==> config.mk <==
export PLATFORM = sky130hd
export DESIGN_NAME = bb3_filter
export DESIGN_NICKNAME = d
export VERILOG_FILES = /design/src/hdl/bb3_pkg.sv /design/src/hdl/bb3_filter.sv
export SDC_FILE = /design/constraint.sdc
export NUM_CORES = 2
export LEC_CHECK = 0
export ABC_AREA = 1
export BUFFER_PORTS_ARGS = -buffer_cell sky130_fd_sc_hd__buf_4
export CORE_MARGIN = 3
export CORE_UTILIZATION = 47
export CTS_CLUSTER_SIZE = 25
export DETAILED_ROUTE_END_ITERATION = 10
export PLACE_DENSITY = 0.74
export RECOVER_POWER = 50
export SYNTH_ARGS = -nofsm -noshare
export SYNTH_HDL_FRONTEND = slang
export SYNTH_SLANG_ARGS = --single-unit
==> constraint.sdc <==
create_clock -name clk -period 6.4 [get_ports clk]
set_clock_uncertainty 0.2 [all_clocks]
set_input_delay 0.64 -clock clk [delete_from_list [all_inputs] [get_ports clk]]
set_output_delay 0.64 -clock clk [all_outputs]
set_load 0.02 [all_outputs]
==> src/hdl/bb3_pkg.sv <==
package bb3_pkg;

  // Frame geometry limits
  localparam int MAX_WIDTH  = 1024;
  localparam int MAX_HEIGHT = 4096;

  // Field and counter widths
  localparam int COL_W      = $clog2(MAX_WIDTH);
  localparam int WID_W      = 11;
  localparam int HGT_W      = 13;
  localparam int OROW_W     = 12;
  localparam int CMP_W      = (COL_W + 1 > WID_W) ? COL_W + 1 : WID_W;
  localparam int CFG_IDX_W  = 2;
  localparam int CFG_DATA_W = 13;

  // Datapath widths
  localparam int CH_W   = 8;
  localparam int PIX_W  = 3 * CH_W;
  localparam int CSUM_W = CH_W + 2;
  localparam int SUM_W  = CH_W + 4;
  localparam int CNT_W  = 4;
  localparam int X_W    = SUM_W + 1;
  localparam int RCP_W  = 16;
  localparam int PROD_W = X_W + RCP_W;

  // Input op codes
  localparam logic OP_PUSH = 1'b0;

  // Register indexes
  localparam logic [CFG_IDX_W-1:0] REG_WIDTH  = CFG_IDX_W'(0);
  localparam logic [CFG_IDX_W-1:0] REG_HEIGHT = CFG_IDX_W'(1);

  // Register reset values and clamp limits
  localparam logic [WID_W-1:0] W_RESET = WID_W'(640);
  localparam logic [WID_W-1:0] W_LIM   = WID_W'(MAX_WIDTH);
  localparam logic [HGT_W-1:0] H_RESET = HGT_W'(480);
  localparam logic [HGT_W-1:0] H_LIM   = HGT_W'(MAX_HEIGHT);

  // Pixel packed as blue in the low byte, red in the high byte
  typedef logic [PIX_W-1:0] pix_t;

  // One line buffer word: both stored rows of a column
  typedef struct packed {
    pix_t upper;
    pix_t middle;
  } lb_word_t;

  // Per-item control decided at acceptance
  typedef struct packed {
    logic emit;
    logic left;
    logic right;
    logic top;
    logic bottom;
    logic last;
  } itm_flags_t;

  // Pipeline load strobes
  typedef struct packed {
    logic a_go;
    logic b_load;
    logic c_load;
    logic o_load;
  } pipe_en_t;

endpackage

==> src/hdl/bb3_filter.sv <==
module bb3_filter import bb3_pkg::*; (
  input  logic             clk,
  input  pipe_en_t         en,
  input  lb_word_t         lb_rd,
  input  pix_t             a_pix,
  input  itm_flags_t       a_flags,
  output logic [CH_W-1:0]  out_blue,
  output logic [CH_W-1:0]  out_green,
  output logic [CH_W-1:0]  out_red,
  output logic             out_last
);

  // Two most recent columns of the window (rows: upper, middle, bottom)
  pix_t win_a_r [3];
  pix_t win_b_r [3];
  pix_t new_col [3];

  // Stage B: masked column sums, per column and channel
  logic [2:0][2:0][CSUM_W-1:0] b_cs_r, b_cs_nxt;
  logic                        b_left_r, b_right_r, b_last_r;
  logic [CNT_W-1:0]            b_cnt_r, b_cnt_nxt;

  // Stage C: window sums
  logic [2:0][SUM_W-1:0] c_sum_r, c_sum_nxt;
  logic [CNT_W-1:0]      c_cnt_r;
  logic                  c_last_r;

  // Output register
  logic [2:0][CH_W-1:0] o_ch_r, o_ch_nxt;
  logic                 o_last_r;

  function automatic logic [RCP_W-1:0] recip(input logic [CNT_W-1:0] c);
    logic [RCP_W-1:0] m;
    begin
      // ceil(2^16 / (2*count)); exact enough for every reachable sum
      unique case (c)
        CNT_W'(1): m = RCP_W'(32768);
        CNT_W'(2): m = RCP_W'(16384);
        CNT_W'(3): m = RCP_W'(10923);
        CNT_W'(4): m = RCP_W'(8192);
        CNT_W'(6): m = RCP_W'(5462);
        CNT_W'(9): m = RCP_W'(3641);
        default:   m = RCP_W'(32768);
      endcase
      return m;
    end
  endfunction

  assign new_col[0] = lb_rd.upper;
  assign new_col[1] = lb_rd.middle;
  assign new_col[2] = a_pix;

  // Column sums of the shifted window, top and bottom rows masked
  always_comb begin
    logic [1:0] cols, rows;
    for (int ch = 0; ch < 3; ch++) begin
      b_cs_nxt[0][ch] = (a_flags.top ? CSUM_W'(win_a_r[0][ch*CH_W +: CH_W]) : '0)
                      + CSUM_W'(win_a_r[1][ch*CH_W +: CH_W])
                      + (a_flags.bottom ? CSUM_W'(win_a_r[2][ch*CH_W +: CH_W]) : '0);
      b_cs_nxt[1][ch] = (a_flags.top ? CSUM_W'(win_b_r[0][ch*CH_W +: CH_W]) : '0)
                      + CSUM_W'(win_b_r[1][ch*CH_W +: CH_W])
                      + (a_flags.bottom ? CSUM_W'(win_b_r[2][ch*CH_W +: CH_W]) : '0);
      b_cs_nxt[2][ch] = (a_flags.top ? CSUM_W'(new_col[0][ch*CH_W +: CH_W]) : '0)
                      + CSUM_W'(new_col[1][ch*CH_W +: CH_W])
                      + (a_flags.bottom ? CSUM_W'(new_col[2][ch*CH_W +: CH_W]) : '0);
    end
    cols      = 2'd1 + {1'b0, a_flags.left} + {1'b0, a_flags.right};
    rows      = 2'd1 + {1'b0, a_flags.top} + {1'b0, a_flags.bottom};
    b_cnt_nxt = {2'b00, cols} * {2'b00, rows};
  end

  // Window sums, left and right columns masked
  always_comb begin
    for (int ch = 0; ch < 3; ch++) begin
      c_sum_nxt[ch] = (b_left_r ? SUM_W'(b_cs_r[0][ch]) : '0)
                    + SUM_W'(b_cs_r[1][ch])
                    + (b_right_r ? SUM_W'(b_cs_r[2][ch]) : '0);
    end
  end

  // Rounded average: floor((2*sum + count) / (2*count)) by reciprocal
  always_comb begin
    logic [X_W-1:0]    x;
    logic [PROD_W-1:0] prod;
    for (int ch = 0; ch < 3; ch++) begin
      x            = {c_sum_r[ch], 1'b0} + X_W'(c_cnt_r);
      prod         = PROD_W'(x) * PROD_W'(recip(c_cnt_r));
      o_ch_nxt[ch] = prod[RCP_W +: CH_W];
    end
  end

  always_ff @(posedge clk) begin
    if (en.a_go) begin
      for (int k = 0; k < 3; k++) begin
        win_a_r[k] <= win_b_r[k];
        win_b_r[k] <= new_col[k];
      end
    end
    if (en.b_load) begin
      b_cs_r    <= b_cs_nxt;
      b_left_r  <= a_flags.left;
      b_right_r <= a_flags.right;
      b_last_r  <= a_flags.last;
      b_cnt_r   <= b_cnt_nxt;
    end
    if (en.c_load) begin
      c_sum_r  <= c_sum_nxt;
      c_cnt_r  <= b_cnt_r;
      c_last_r <= b_last_r;
    end
    if (en.o_load) begin
      o_ch_r   <= o_ch_nxt;
      o_last_r <= c_last_r;
    end
  end

  assign out_blue  = o_ch_r[0];
  assign out_green = o_ch_r[1];
  assign out_red   = o_ch_r[2];
  assign out_last  = o_last_r;

endmodule

==> reports/results.tsv <==
metric	value	unit
outcome	complete, but fails checks	
failing checks	capacitance limit, slew limit	
clk slew on worst S/H paths	70	ps
most frequent CP cell	nand2_1	
Max VDD drop	0.451	mV
syn_area_per_cell	9.54	µm²
Synth Cell Area	32900	µm²
leading cell type in the layout, fill and taps excluded	inv_1	
Detailed Route Iter0 Violations	1250	
gpl congestion	0.942	
Synthesis Warnings	0	
DR pass1 iterations	5	
layout cell share with drive strength beyond 1	0.187	
Crit path largest cell delay	540	ps
Fmax	157	MHz
vias per cell	4.77	
commonest non-fill, non-tap cells in the layout	inv_1, nand2_1, fa_1	
Final Hold Fails	0	
Max Cap Viol	3	
gr usage total	0.202	
Clock Tree Buf Depth	3	
Util after Layout	0.571	
vias in the first global route	24066	
Starting Density	0.477	
Crit path required time	6540	ps
Seq/Total Area, Yosys	0.281	
Critical Path Start Type	flip-flop	
dpl hpwl	59400	µm
# IOs	108	
unrepaired setup endpoints after global routing	true	
Root Buffer	clkbuf_16	
fin nets	4712	
Post-DRT Antenna Nets	0	
# clock sinks	307	
initial antenna violation count	1	
CP endpoint kind	flip-flop	
Power Density	449	nW/µm²
Max Slew Vio Count	145	
global-route wire length before repair	119000	µm
Lkg Pwr	20.1	nW
Die H	270	µm
fin crit share	0.996	
largest net degree at the start of global routing	77	
Die X	270	µm
HP Class	input port to flip-flop	
total CTS buffers	34	
count of standard-cell rows	96	
flops & latches, synth	307	
Period minus WS final	6370	ps
Setup Crit Path Kind	flip-flop to flip-flop	
Die Area	73100	µm²
Routed WL	73800	µm
critical path peak fanout	6	
drc violations	0	
# H-tree levels	2	
Worst Tran Pin Value	4090	ps
drt wl/cell	15.3	µm
Slowest cell on crit path	fa_1	
distinct cell type count after synthesis	43	
Overflow after GRT	0	
P&R area growth vs syn	19.9	%
clk_lat worst skew	560	ps
Max-Slew Margin vs Limit	-1.73	
IO Port Bufs	106	
fillers	5730	
# setup viols final	0	
CTS tree	done	
# hold bufs at CTS	0	
vias after detailed routing	22982	
CP arrival	6510	ps
Mapped Cells	3445	
Placeable Area	68900	µm²
setup_tns	0	ps
==> metrics by stage <==
step           setup slack (ps)  power, mW  instance area, µm²  std cells  hold WS, ps
6_report                   25.7       17.7               39400       4821         76.1
5_1_grt                    -254       19.3               39400       4820         47.6
4_1_cts                   -38.8       16.2               38400       4798         17.9
3_5_place_dp               -298       13.6               36900       4729          205
3_3_place_gp               -264       13.3               36900       4729          201
2_1_floorplan               209       9.61               32900       3455          200
==> path summary, 6_finish.rpt <==
| kind | slack [ps] | depth (start not counted) | start | end |
|---|---|---|---|---|
| max | 30 | 36 | c_cnt_r[2] | out_blue[7] |
| max reg2reg | 30 | 36 | c_cnt_r[2] | out_blue[7] |
| min | 80 | 1 | a_flags[0] | b_last_r |
| min reg2reg | 210 | 0 | b_last_r | c_last_r |
==> timing repair <==
action	in CTS	in global routing
pin swaps	41	80
resized for setup	98	245
setup endpoints to repair	20	24
setup buffers	7	21
hold endpoints to repair	0	0
gates cloned	0	1
==> logic make-up (layout without fill, tap and decap cells) <==
group / Yosys count / after routing / synth area share
compound gates: 222 / 222 / 0.0373
other cells: 2 / 13 / 0.000229
buf+inv: 1080 / 1514 / 0.124
simple gates: 955 / 955 / 0.120
xor+xnor: 113 / 113 / 0.0301
flops: 307 / 307 / 0.281
fa+ha+maj: 766 / 766 / 0.408
==> flip-flops by register name (all words and copies together) (netlist names) <==
register / count
b_last_r: 1
out_blue: 8
win_b_r: 72
b_cs_r: 90
out_last: 1
b_left_r: 1
c_last_r: 1
b_cnt_r: 4
c_cnt_r: 4
b_right_r: 1
c_sum_r: 36
out_red: 8
out_green: 8
win_a_r: 72
==> worst max-delay path, delay by kind of cell, from the launching register on <==
family,cells,cell delay [ps]
adders and majority gates,7,3120
and+or+nand+nor,20,1500
buffers and inverters,9,830
DFF,1,490
==> per-layer routing <==
layer	global-route usage	wire, µm	part of all wire
met1	0.258	30500	0.41
met2	0.356	37500	0.51
met3	0.0318	3600	0.049
met4	0.0564	2170	0.029
met5	0	0	0
==> final cells by class <==
class	count	area, µm²	area share
diodes	1	2.50	0.0000635
clock buffers	40	873	0.0222
clock inverters	22	211	0.00537
inverters	1035	3890	0.0987
multi-input cells	2068	20900	0.532
flip-flops and latches	307	9220	0.234
well taps	931	1160	0.0296
repair buffers	417	3090	0.0785
==> report_power, final <==
part	switching, mW	internal [mW]	leakage, nW	total (mW)
logic	6.99	5.63	16.5	12.6
clock network	0.854	1.08	0.524	1.93
registers	0.220	2.92	3.01	3.14
==> cell usage after synthesis, drive strengths merged <==
master,number,share of area
a21boi,5,0.0011
nand4,12,0.0023
clkbuf,33,0.0038
or2,9,0.0017
xnor2,27,0.0072
inv,1034,0.12
nand3,73,0.012
o211a,1,0.00030
nor3,19,0.0030
nor4,4,0.0012
a21oi,131,0.020
o221a,1,0.00034
nand3b,3,0.00069
nand2b,1,0.00019
a31oi,3,0.00057
xor2,86,0.023
nor2,224,0.028
conb,2,0.00023
a21o,7,0.0016
buf,12,0.0016
o21bai,19,0.0048
o211ai,1,0.00023
o21ai,54,0.0083
fa,511,0.31
ha,255,0.097
nand2,610,0.071
edfxtp,307,0.28
clkinv,1,0.00011
(Power assumes the default switching activity.)
