`src/hdl/bb3_pkg.sv`:
```
package bb3_pkg;

  // Frame geometry limits
  localparam int MAX_WIDTH  = 1024;
  localparam int MAX_HEIGHT = 4096;

  // Field and counter widths
  localparam int COL_W      = $clog2(MAX_WIDTH);
  localparam int WID_W      = 11;
  localparam int HGT_W      = 13;
  localparam int OROW_W     = 12;
  localparam int CMP_W      = (COL_W + 1 > WID_W) ? COL_W + 1 : WID_W;
  localparam int CFG_IDX_W  = 2;
  localparam int CFG_DATA_W = 13;

  // Datapath widths
  localparam int CH_W   = 8;
  localparam int PIX_W  = 3 * CH_W;
  localparam int CSUM_W = CH_W + 2;
  localparam int SUM_W  = CH_W + 4;
  localparam int CNT_W  = 4;
  localparam int X_W    = SUM_W + 1;
  localparam int RCP_W  = 16;
  localparam int PROD_W = X_W + RCP_W;

  // Input op codes
  localparam logic OP_PUSH = 1'b0;

  // Register indexes
  localparam logic [CFG_IDX_W-1:0] REG_WIDTH  = CFG_IDX_W'(0);
  localparam logic [CFG_IDX_W-1:0] REG_HEIGHT = CFG_IDX_W'(1);

  // Register reset values and clamp limits
  localparam logic [WID_W-1:0] W_RESET = WID_W'(640);
  localparam logic [WID_W-1:0] W_LIM   = WID_W'(MAX_WIDTH);
  localparam logic [HGT_W-1:0] H_RESET = HGT_W'(480);
  localparam logic [HGT_W-1:0] H_LIM   = HGT_W'(MAX_HEIGHT);

  // Pixel packed as blue in the low byte, red in the high byte
  typedef logic [PIX_W-1:0] pix_t;

  // One line buffer word: both stored rows of a column
  typedef struct packed {
    pix_t upper;
    pix_t middle;
  } lb_word_t;

  // Per-item control decided at acceptance
  typedef struct packed {
    logic emit;
    logic left;
    logic right;
    logic top;
    logic bottom;
    logic last;
  } itm_flags_t;

  // Pipeline load strobes
  typedef struct packed {
    logic a_go;
    logic b_load;
    logic c_load;
    logic o_load;
  } pipe_en_t;

endpackage

```
`src/hdl/bb3_ctrl.sv`:
```
module bb3_ctrl import bb3_pkg::*; (
  input  logic                  clk,
  input  logic                  rst_n,
  input  logic                  cfg_we,
  input  logic [CFG_IDX_W-1:0]  cfg_index,
  input  logic [CFG_DATA_W-1:0] cfg_data,
  input  logic                  acc,
  input  logic                  op,
  output itm_flags_t            flags,
  output logic                  pix_ok,
  output logic [COL_W-1:0]      rd_col
);

  logic [WID_W-1:0]  w_r, w_nxt;
  logic [HGT_W-1:0]  h_r, h_nxt;
  logic [COL_W-1:0]  in_col_r, in_col_nxt;
  logic [HGT_W-1:0]  in_row_r, in_row_nxt;
  logic [COL_W-1:0]  out_col_r, out_col_nxt;
  logic [OROW_W-1:0] out_row_r, out_row_nxt;

  logic [CMP_W-1:0] w_ext, in_col_inc, out_col_inc;
  logic [HGT_W-1:0] out_row_inc;
  logic             in_wrap, out_wrap;

  function automatic logic [WID_W-1:0] clamp_w(input logic [WID_W-1:0] v);
    logic [WID_W-1:0] r;
    begin
      if (v == '0) begin
        r = WID_W'(1);
      end else if (v > W_LIM) begin
        r = W_LIM;
      end else begin
        r = v;
      end
      return r;
    end
  endfunction

  function automatic logic [HGT_W-1:0] clamp_h(input logic [HGT_W-1:0] v);
    logic [HGT_W-1:0] r;
    begin
      if (v == '0) begin
        r = HGT_W'(1);
      end else if (v > H_LIM) begin
        r = H_LIM;
      end else begin
        r = v;
      end
      return r;
    end
  endfunction

  // Position arithmetic
  assign w_ext       = CMP_W'(w_r);
  assign in_col_inc  = CMP_W'(in_col_r) + CMP_W'(1);
  assign out_col_inc = CMP_W'(out_col_r) + CMP_W'(1);
  assign out_row_inc = HGT_W'(out_row_r) + HGT_W'(1);
  assign in_wrap     = (in_col_inc == w_ext);
  assign out_wrap    = (out_col_inc == w_ext);

  // Item decisions: an output exists once one row and one pixel are in
  always_comb begin
    flags.emit   = (in_row_r > HGT_W'(1)) || ((in_row_r == HGT_W'(1)) && (in_col_r != '0));
    flags.left   = (out_col_r != '0);
    flags.right  = (out_col_inc < w_ext);
    flags.top    = (out_row_r != '0);
    flags.bottom = (out_row_inc < h_r);
    flags.last   = flags.emit && out_wrap && (out_row_inc == h_r);
  end

  // Pixels past the frame's end count as drain; drains inside it as black
  assign pix_ok = (op == OP_PUSH) && (in_row_r < h_r);
  assign rd_col = in_col_r;

  // Counter and register updates
  always_comb begin
    w_nxt       = w_r;
    h_nxt       = h_r;
    in_col_nxt  = in_col_r;
    in_row_nxt  = in_row_r;
    out_col_nxt = out_col_r;
    out_row_nxt = out_row_r;
    if (acc) begin
      if (in_wrap) begin
        in_col_nxt = '0;
        in_row_nxt = in_row_r + HGT_W'(1);
      end else begin
        in_col_nxt = COL_W'(in_col_inc);
      end
      if (flags.emit) begin
        if (out_wrap) begin
          out_col_nxt = '0;
          out_row_nxt = out_row_r + OROW_W'(1);
        end else begin
          out_col_nxt = COL_W'(out_col_inc);
        end
      end
      if (flags.last) begin
        in_col_nxt  = '0;
        in_row_nxt  = '0;
        out_col_nxt = '0;
        out_row_nxt = '0;
      end
    end
    if (cfg_we) begin
      unique case (cfg_index)
        REG_WIDTH: begin
          w_nxt       = clamp_w(cfg_data[WID_W-1:0]);
          in_col_nxt  = '0;
          in_row_nxt  = '0;
          out_col_nxt = '0;
          out_row_nxt = '0;
        end
        REG_HEIGHT: begin
          h_nxt       = clamp_h(cfg_data[HGT_W-1:0]);
          in_col_nxt  = '0;
          in_row_nxt  = '0;
          out_col_nxt = '0;
          out_row_nxt = '0;
        end
        default: begin
        end
      endcase
    end
  end

  always_ff @(posedge clk) begin
    if (!rst_n) begin
      w_r       <= W_RESET;
      h_r       <= H_RESET;
      in_col_r  <= '0;
      in_row_r  <= '0;
      out_col_r <= '0;
      out_row_r <= '0;
    end else begin
      w_r       <= w_nxt;
      h_r       <= h_nxt;
      in_col_r  <= in_col_nxt;
      in_row_r  <= in_row_nxt;
      out_col_r <= out_col_nxt;
      out_row_r <= out_row_nxt;
    end
  end

endmodule

```
`config.mk`:
```
export PLATFORM = sky130hd
export DESIGN_NAME = bb3_ctrl
export DESIGN_NICKNAME = d
export VERILOG_FILES = /design/src/hdl/bb3_pkg.sv /design/src/hdl/bb3_ctrl.sv
export SDC_FILE = /design/constraint.sdc
export NUM_CORES = 1
export LEC_CHECK = 0
export BUFFER_PORTS_ARGS = -buffer_cell sky130_fd_sc_hd__buf_2
export CAP_MARGIN = 0
export CORE_ASPECT_RATIO = 0.75
export CORE_MARGIN = 4
export CORE_UTILIZATION = 64
export CTS_BUF_LIST = sky130_fd_sc_hd__clkbuf_4 sky130_fd_sc_hd__clkbuf_8
export DETAILED_ROUTE_END_ITERATION = 7
export PLACE_DENSITY_LB_ADDON = 0.12
export SLEW_MARGIN = 20
export SYNTH_ARGS = -nofsm -noshare
export SYNTH_HDL_FRONTEND = slang
export SYNTH_SLANG_ARGS = --single-unit
export TNS_END_PERCENT = 50
```
`constraint.sdc`:
```
create_clock -name clk -period 5.58 [get_ports clk]
set_input_delay 0.558 -clock clk [delete_from_list [all_inputs] [get_ports clk]]
set_output_delay 0.558 -clock clk [all_outputs]
set_load 0.02 [all_outputs]
```
==> results.md, run 1 <==
* Total GRT Usage at 28.2%
* Crit Path Class: reg2reg
* Relative slew slack at 45.4%
* Setup Total Neg Slack at 0 ns
* # rows at 27
* Sequential share of the synthesized area at 28.8%
* Post-cts resize count at 0
* Synth area leaders: dfxtp_1 29%, ha_1 11%, nand2_1 4.3%, nor2_1 3.8%, nand3_1 3.6%
* Simple-gate area share of the yosys netlist at 27.5%
* Tightest Pin Transition at 0.813 ns
* Most frequent cells in the layout: 69 x dfxtp_1, 54 x nand2_1, 47 x nor2_1
* CTS buffer count at 9
* Arrival time worst endpoint at 4.46 ns
* Final period util at 75.5%
* Synth Area in Compound Gates at 21.1%
* Global placement routability congestion at 0.899
* Initial antenna violation count at 0
* Final worst path period need at 4.21 ns
* Worst-path clk slew at 0.07 ns
* Power Dens Cells at 184 nW/um2
* Commonest non-fill, non-tap cell in the layout: dfxtp_1
* Via/cell ratio at 6.23
* Port bufs at 36
* Yosys reg bits at 69
* H-tree depth at 3
* Max cap viols at 0
* Core area at 7330 um2
* Syn_area_per_cell at 7.91 um2
* Layout cells sized above 1 at 11.0%
* Leakage Power at 2.07 nW
* CTS max path bufs at 2
* DR iter-0 viols at 388
* Synth Flop Type: dfxtp_1
* First-pass GRT wire length at 20.8 mm
* Crit end category: register
* Area leader, netlist: dfxtp_1
* Crit Path Max Fanout at 18
* Clock sinks at 69
* Cells after synthesis at 607
* Die Ht at 83.0 um
* First-pass DRT Iterations at 5
* Routed WL per cell at 16.5 um
* Xor and xnor area share after synthesis at 5.29%
* Largest net degree at the start of global routing at 32
* Syn_nets at 671
* Drt total wl at 12.1 mm
* CTS tree: built
* EDFF count, synth at 0
* Unrepaired setup endpoints after global routing: false
* Yosys top cell area share at 28.8%
* Ports at 37
* Status: completed
* Layout fillers at 644
* Fin util at 70.7%
* Root Buffer: clkbuf_8
* P&R area growth vs syn at 7.84%
* Synth Area in Adders at 11.7%
* DIE WIDTH at 108 um
* Hold Crit Class: reg2reg
* Final count of negative-setup-slack endpoints at 0
* Hold WS at 0.464 ns
* Total grt overflow at 0
* Final ANT Viol Nets at 0
* Die area at 8970 um2
* Overall power at 0.955 mW
* Clock Skews at 0.00935 ns
* Ys Warns at 0
* # diodes at 0
* Synth cell types at 63
* Post-synth ARST share at 0%
* Later-pin clock latency in the skew report at 0.35 ns
* Synth Cell Area at 4800 um2
* Initial Utilization at 65.5%
* Largest family of logic cells by synthesized area: simple AND/OR/NAND/NOR gates
* Routed vias at 4552
* Vias in the first global route at 4318
* Post-route DRC violation count at 0
* # hold bufs at CTS at 0
* Detail Placement HPWL at 9.17 mm
* VDD IR-drop max at 0.108 mV
* Post-CTS Setup Repair Bufs at 0
* Mux cell area share after synthesis at 0.234%
* Hold Fails Final Rpt at 0
* CP required at 5.83 ns
* Fmax achieved at 237 MHz
* Final slew viol count at 0
* Nets at 691
* Kind of start point of the critical path: register
-- cell families (layout without fill, tap and decap cells) --
| kind of cell | Yosys count | after routing |
|---|---|---|
| buf+inv | 67 | 90 |
| mux | 1 | 1 |
| compound gates | 145 | 145 |
| fa+ha+maj | 45 | 45 |
| xor+xnor | 29 | 29 |
| simple gates | 251 | 251 |
| flops | 69 | 69 |
-- worst paths after layout --
kind                                start              endpoint  slack [ns]  cells past startpoint
hold / removal       h_r[12]$_SDFFE_PN0P_  h_r[12]$_SDFFE_PN0P_        0.46                      2
setup / recovery  out_row_r[0]$_SDFF_PN0_  rd_col[2]$_SDFF_PN0_        1.37                     12
hold reg to reg      h_r[12]$_SDFFE_PN0P_  h_r[12]$_SDFFE_PN0P_        0.46                      2
setup reg to reg  out_row_r[0]$_SDFF_PN0_  rd_col[2]$_SDFF_PN0_        1.37                     12
-- final cells by class --
class | instances | area [um2] | area share (%)
multi-input combinational | 471 | 3170 | 61.1
inverter | 38 | 143 | 2.75
tap | 101 | 126 | 2.44
clock inverter | 2 | 10.0 | 0.193
clock buffer | 12 | 159 | 3.07
sequential | 69 | 1380 | 26.7
timing repair buffer | 38 | 195 | 3.77
-- worst max-delay path, cell delays in order (launching register included) --
cell	delay [ns]
dfxtp_1	0.39
ha_1	0.25
nand3_1	0.18
nor2_1	0.38
nand2_1	0.13
nor4_1	0.34
ha_1	0.21
nand4_1	0.10
nor4_1	0.62
nand2_1	0.43
nand3_1	0.60
nor2_1	0.21
a22o_1	0.28
-- registers in the layout (all words and copies together), names as in the netlist --
| register | flops |
|---|---|
| out_col_r | 10 |
| in_row_r | 13 |
| h_r | 13 |
| rd_col | 10 |
| out_row_r | 12 |
| w_ext | 11 |
-- power breakdown --
part / internal [mW] / switching [mW]
logic: 0.0292 / 0.0532
clock network: 0.184 / 0.183
registers: 0.499 / 0.00624
-- cell usage after synthesis (3+ instances only) --
library cell	n
nand2b_1	5
and2_1	7
a31oi_1	3
clkbuf_1	23
a31o_2	4
nor2_1	48
a22o_1	4
a22oi_1	11
or4_1	14
o31ai_1	4
o21a_1	3
nand4_1	12
dfxtp_1	69
nor2b_1	8
nor4_1	9
xor2_1	12
a21oi_1	31
o21ai_0	26
inv_1	38
nand3_1	35
nor3b_1	6
nand2_1	55
o211ai_1	14
or3_1	4
nand3b_1	17
and3_1	8
a221o_1	4
a21o_1	7
nor3_1	13
o41ai_1	4
a21boi_0	8
xnor2_1	17
ha_1	44
buf_2	4
-- stage by stage --
step / instances / cell area, um2 / setup slack (ns)
final: 731 / 5180 / 1.37
after global routing: 731 / 5180 / 1.03
after CTS: 731 / 5170 / 1.46
after detailed placement: 717 / 5010 / 1.55
after global placement: 717 / 5010 / 1.75
after floorplan: 607 / 4800 / 2.15
-- per-layer routing --
metal	track usage [%]	wire length, um	vias up
met2	44.5	5520	147
met3	4.90	671	24
met4	8.94	256	0
met5	0	0	-
met1	39.1	5630	2123
li1	-	-	2258
No activity file was read; power rests on OpenSTA's default activity.
==> inputs of run 2 (changes only) <==
--- a/config.mk
+++ b/config.mk
@@ -5,11 +5,12 @@
 export SDC_FILE = /design/constraint.sdc
 export NUM_CORES = 1
 export LEC_CHECK = 0
+export ABC_AREA = 1
 export BUFFER_PORTS_ARGS = -buffer_cell sky130_fd_sc_hd__buf_2
 export CAP_MARGIN = 0
 export CORE_ASPECT_RATIO = 0.75
 export CORE_MARGIN = 4
-export CORE_UTILIZATION = 64
+export CORE_UTILIZATION = 57
 export CTS_BUF_LIST = sky130_fd_sc_hd__clkbuf_4 sky130_fd_sc_hd__clkbuf_8
 export DETAILED_ROUTE_END_ITERATION = 7
 export PLACE_DENSITY_LB_ADDON = 0.12
==> constraint.sdc (replaced) <==
create_clock -name clk -period 3.8 [get_ports clk]
set_input_delay 0.38 -clock clk [delete_from_list [all_inputs] [get_ports clk]]
set_output_delay 0.38 -clock clk [all_outputs]
set_load 0.02 [all_outputs]
==> results.md, run 2 <==
* Routed vias at 5509 (+21%)
* Drt total wl at 14.5 mm (+20%)
* Clock Skews at 0.0104 ns (+0.00106 ns)
* Layout cells sized above 1 at 10.0% (-0.93 points)
* CP delay by family, top: simple AND/OR/NAND/NOR gates
* Area leader, netlist: dfxtp_1
* Ys Warns at 0 (unchanged)
* Global placement routability congestion at 0.932 (+3.6%)
* Yosys top cell area share at 26.9% (-1.8 points)
* Sequential share of the synthesized area at 26.9% (-1.8 points)
* VDD IR-drop max at 0.245 mV (+130%)
* Final period util at 91.8%
* First-pass GRT wire length at 23.9 mm (+15%)
* Worst-path clk slew at 0.08 ns (about the same)
* First-pass DRT Iterations at 5 (unchanged)
* Power Dens Cells at 271 nW/um2 (+47%)
* Syn_area_per_cell at 6.45 um2 (-18%)
* Initial Utilization at 59.6% (-5.9 points)
* Clock sinks at 69 (unchanged)
* CTS buffer count at 9 (unchanged)
* Largest regs: h_r x13, in_row_r x13, out_row_r x12
* # rows at 29 (+7.4%)
* Final count of negative-setup-slack endpoints at 0 (unchanged)
* Post-synth ARST share at 0% (unchanged)
* CTS max path bufs at 2 (unchanged)
* Critical Path Stages at 14 (+2)
* Hold Fails Final Rpt at 0 (unchanged)
* Crit path top cell by count: nand2_1
* Final worst path period need at 3.49 ns
* Fin util at 64.9% (-5.7 points)
* Relative slew slack at 35.9% (-9.5 points)
* Core area at 8600 um2 (+17%)
* Largest net degree at the start of global routing at 46 (+44%)
* Crit Path Max Fanout at 5 (-13)
* Die area at 10600 um2 (+18%)
* Final ANT Viol Nets at 0 (unchanged)
* DR iter-0 viols at 426 (+9.8%)
* Post-layout instance area at 5580 um2 (+7.8%)
* Initial antenna violation count at 0 (unchanged)
* Layout fillers at 805 (+25%)
* Post-CTS Setup Repair Bufs at 0 (unchanged)
* # hold bufs at CTS at 0 (unchanged)
* Hold Crit Class: in2reg
* Kind of start point of the critical path: register
* Synth cell count leaders: 202 x nand2_1, 101 x inv_1, 82 x a21oi_1
* Post-route DRC violation count at 0 (unchanged)
* Routed WL per cell at 15.5 um (-6.3%)
* # diodes at 0 (unchanged)
* Worst reg2reg path depth at 20 (+8)
* Most common cell in the netlist: nand2_1
* Crit Path Class: reg2out
* Hold Path Stages at 3 (+1)
* Ports at 37 (unchanged)
* Crit end category: output port
* Max cap viols at 0 (unchanged)
* CP Cell Sequence: ha_1 > nand2_1 > nor2_1 > nand3_1 > nor2_2 > nand3_1 > nand2_1 > inv_1 > ha_1 > and3_1 > nor4b_2 > nand2_1 > nor3_2 > buf_2
* CP required at 3.42 ns (-2.41 ns)
* Worst Path Buf+Inv at 2 (+2)
* Slowest CP cell: dfxtp_1
* Unrepaired setup endpoints after global routing: false
* Vias in the first global route at 4997 (+16%)
* Via/cell ratio at 5.89 (-5.5%)
* Total grt overflow at 0 (unchanged)
* EDFF count, synth at 0 (unchanged)
* Synth cell types at 40 (-37%)
* Synth Flop Type: dfxtp_1
* Fmax achieved at 287 MHz
* Syn_nets at 859 (+28%)
* Final slew viol count at 0 (unchanged)
* Die Ht at 90.2 um (+8.6%)
* Total GRT Usage at 27.1% (-1.2 points)
* Detail Placement HPWL at 11.0 mm (+20%)
* Arrival time worst endpoint at 3.11 ns (-1.35 ns)
* Post-cts resize count at 0 (unchanged)
* H-tree depth at 3 (unchanged)
* Synth area leaders: dfxtp_1 27%, nand2_1 15%, ha_1 11%, a21oi_1 8.0%, inv_1 7.4%
* P&R area growth vs syn at 8.86%
* DIE WIDTH at 118 um (+8.8%)
* Cells after synthesis at 795 (+31%)
* Port bufs at 36 (unchanged)
* Synth Cell Area at 5130 um2 (+6.8%)
* Nets at 888 (+29%)
* Root Buffer: clkbuf_8
* CP max stage delay at 0.41 ns (-0.21 ns)
* Commonest non-fill, non-tap cell in the layout: nand2_1
* Leakage Power at 2.57 nW (+24%)
* Tightest Pin Transition at 0.961 ns (+0.148 ns)
* Yosys reg bits at 69 (unchanged)
* Status: completed
* Setup Total Neg Slack at 0 ns (unchanged)
* Later-pin clock latency in the skew report at 0.36 ns (about the same)
* Placed inst area at 5370 um2 (+7.2%)
* Most frequent cells in the layout: 202 x nand2_1, 101 x inv_1, 82 x a21oi_1
* CTS tree: built
[run 2: cell count changes after synthesis, sizes merged, moves of 16 or more]
cell   delta
nand3    +21
inv      +68
nand2   +153
xnor2    -16
nor2     +17
a21oi    +51
[run 2: worst min-delay path: cells and delay by family]
kind,cells,cell delay (ns)
buffers and inverters,1,0.11
AND/OR/NAND/NOR,2,0.10
[run 2: kinds of logic (layout without fill, tap and decap cells)]
kind of cell | Yosys count | in the layout | share of synthesized area, %
buffers and inverters | 132 | 165 | 10.2
and+or+nand+nor | 393 | 393 | 34.5
adders and majority gates | 44 | 44 | 10.7
xor gates and xnor gates | 17 | 17 | 2.90
DFF | 69 | 69 | 26.9
AOI/OAI and AO/OA | 140 | 140 | 14.7
[run 2: cell type report]
type	count	area, um2	area share (%)
clock buffer	10	138	2.47
clock inverter	5	60.1	1.08
inverter	109	409	7.33
multi-input combinational	594	3240	58.1
sequential	69	1380	24.7
tap	108	135	2.42
timing repair buffer	41	218	3.90
[run 2: final timing paths]
check	start	endpoint	slack [ns]
worst max-delay path	out_col_r[0]$_SDFF_PN0_	flags[0]	0.31
worst min-delay path	cfg_data[5]	h_r[5]$_SDFFE_PN1P_	0.25
worst min register to register	h_r[3]$_SDFFE_PN0P_	h_r[3]$_SDFFE_PN0P_	0.47
worst max register to register	out_col_r[0]$_SDFF_PN0_	in_row_r[2]$_SDFF_PN0_	0.44
[run 2: metrics by stage]
stage	worst slack, ns	instances	total power [mW]	hold WS, ns
2_1_floorplan	0.781	795	0.847	0.440
4_1_cts	0.136	936	1.52	0.233
3_5_place_dp	0.476	921	0.896	0.460
5_1_grt	0.00156	936	1.57	0.252
6_report	0.310	936	1.51	0.248
3_3_place_gp	0.552	921	0.892	0.452
[run 2: per-layer routing]
| layer | vias to the layer above | global-route usage (%) | wire length [um] |
|---|---|---|---|
| met5 | - | 0 | 0 |
| met2 | 235 | 42.8 | 6390 |
| met4 | 0 | 6.93 | 201 |
| li1 | 2693 | - | - |
| met1 | 2558 | 37.7 | 6740 |
| met3 | 23 | 5.65 | 1170 |
[run 2: report_power, final]
group	switching, mW	total [mW]	internal [mW]
combinational	0.100	0.142	0.0424
sequential	0.00854	0.740	0.732
clock	0.312	0.632	0.320
total	0.421	1.51	1.09
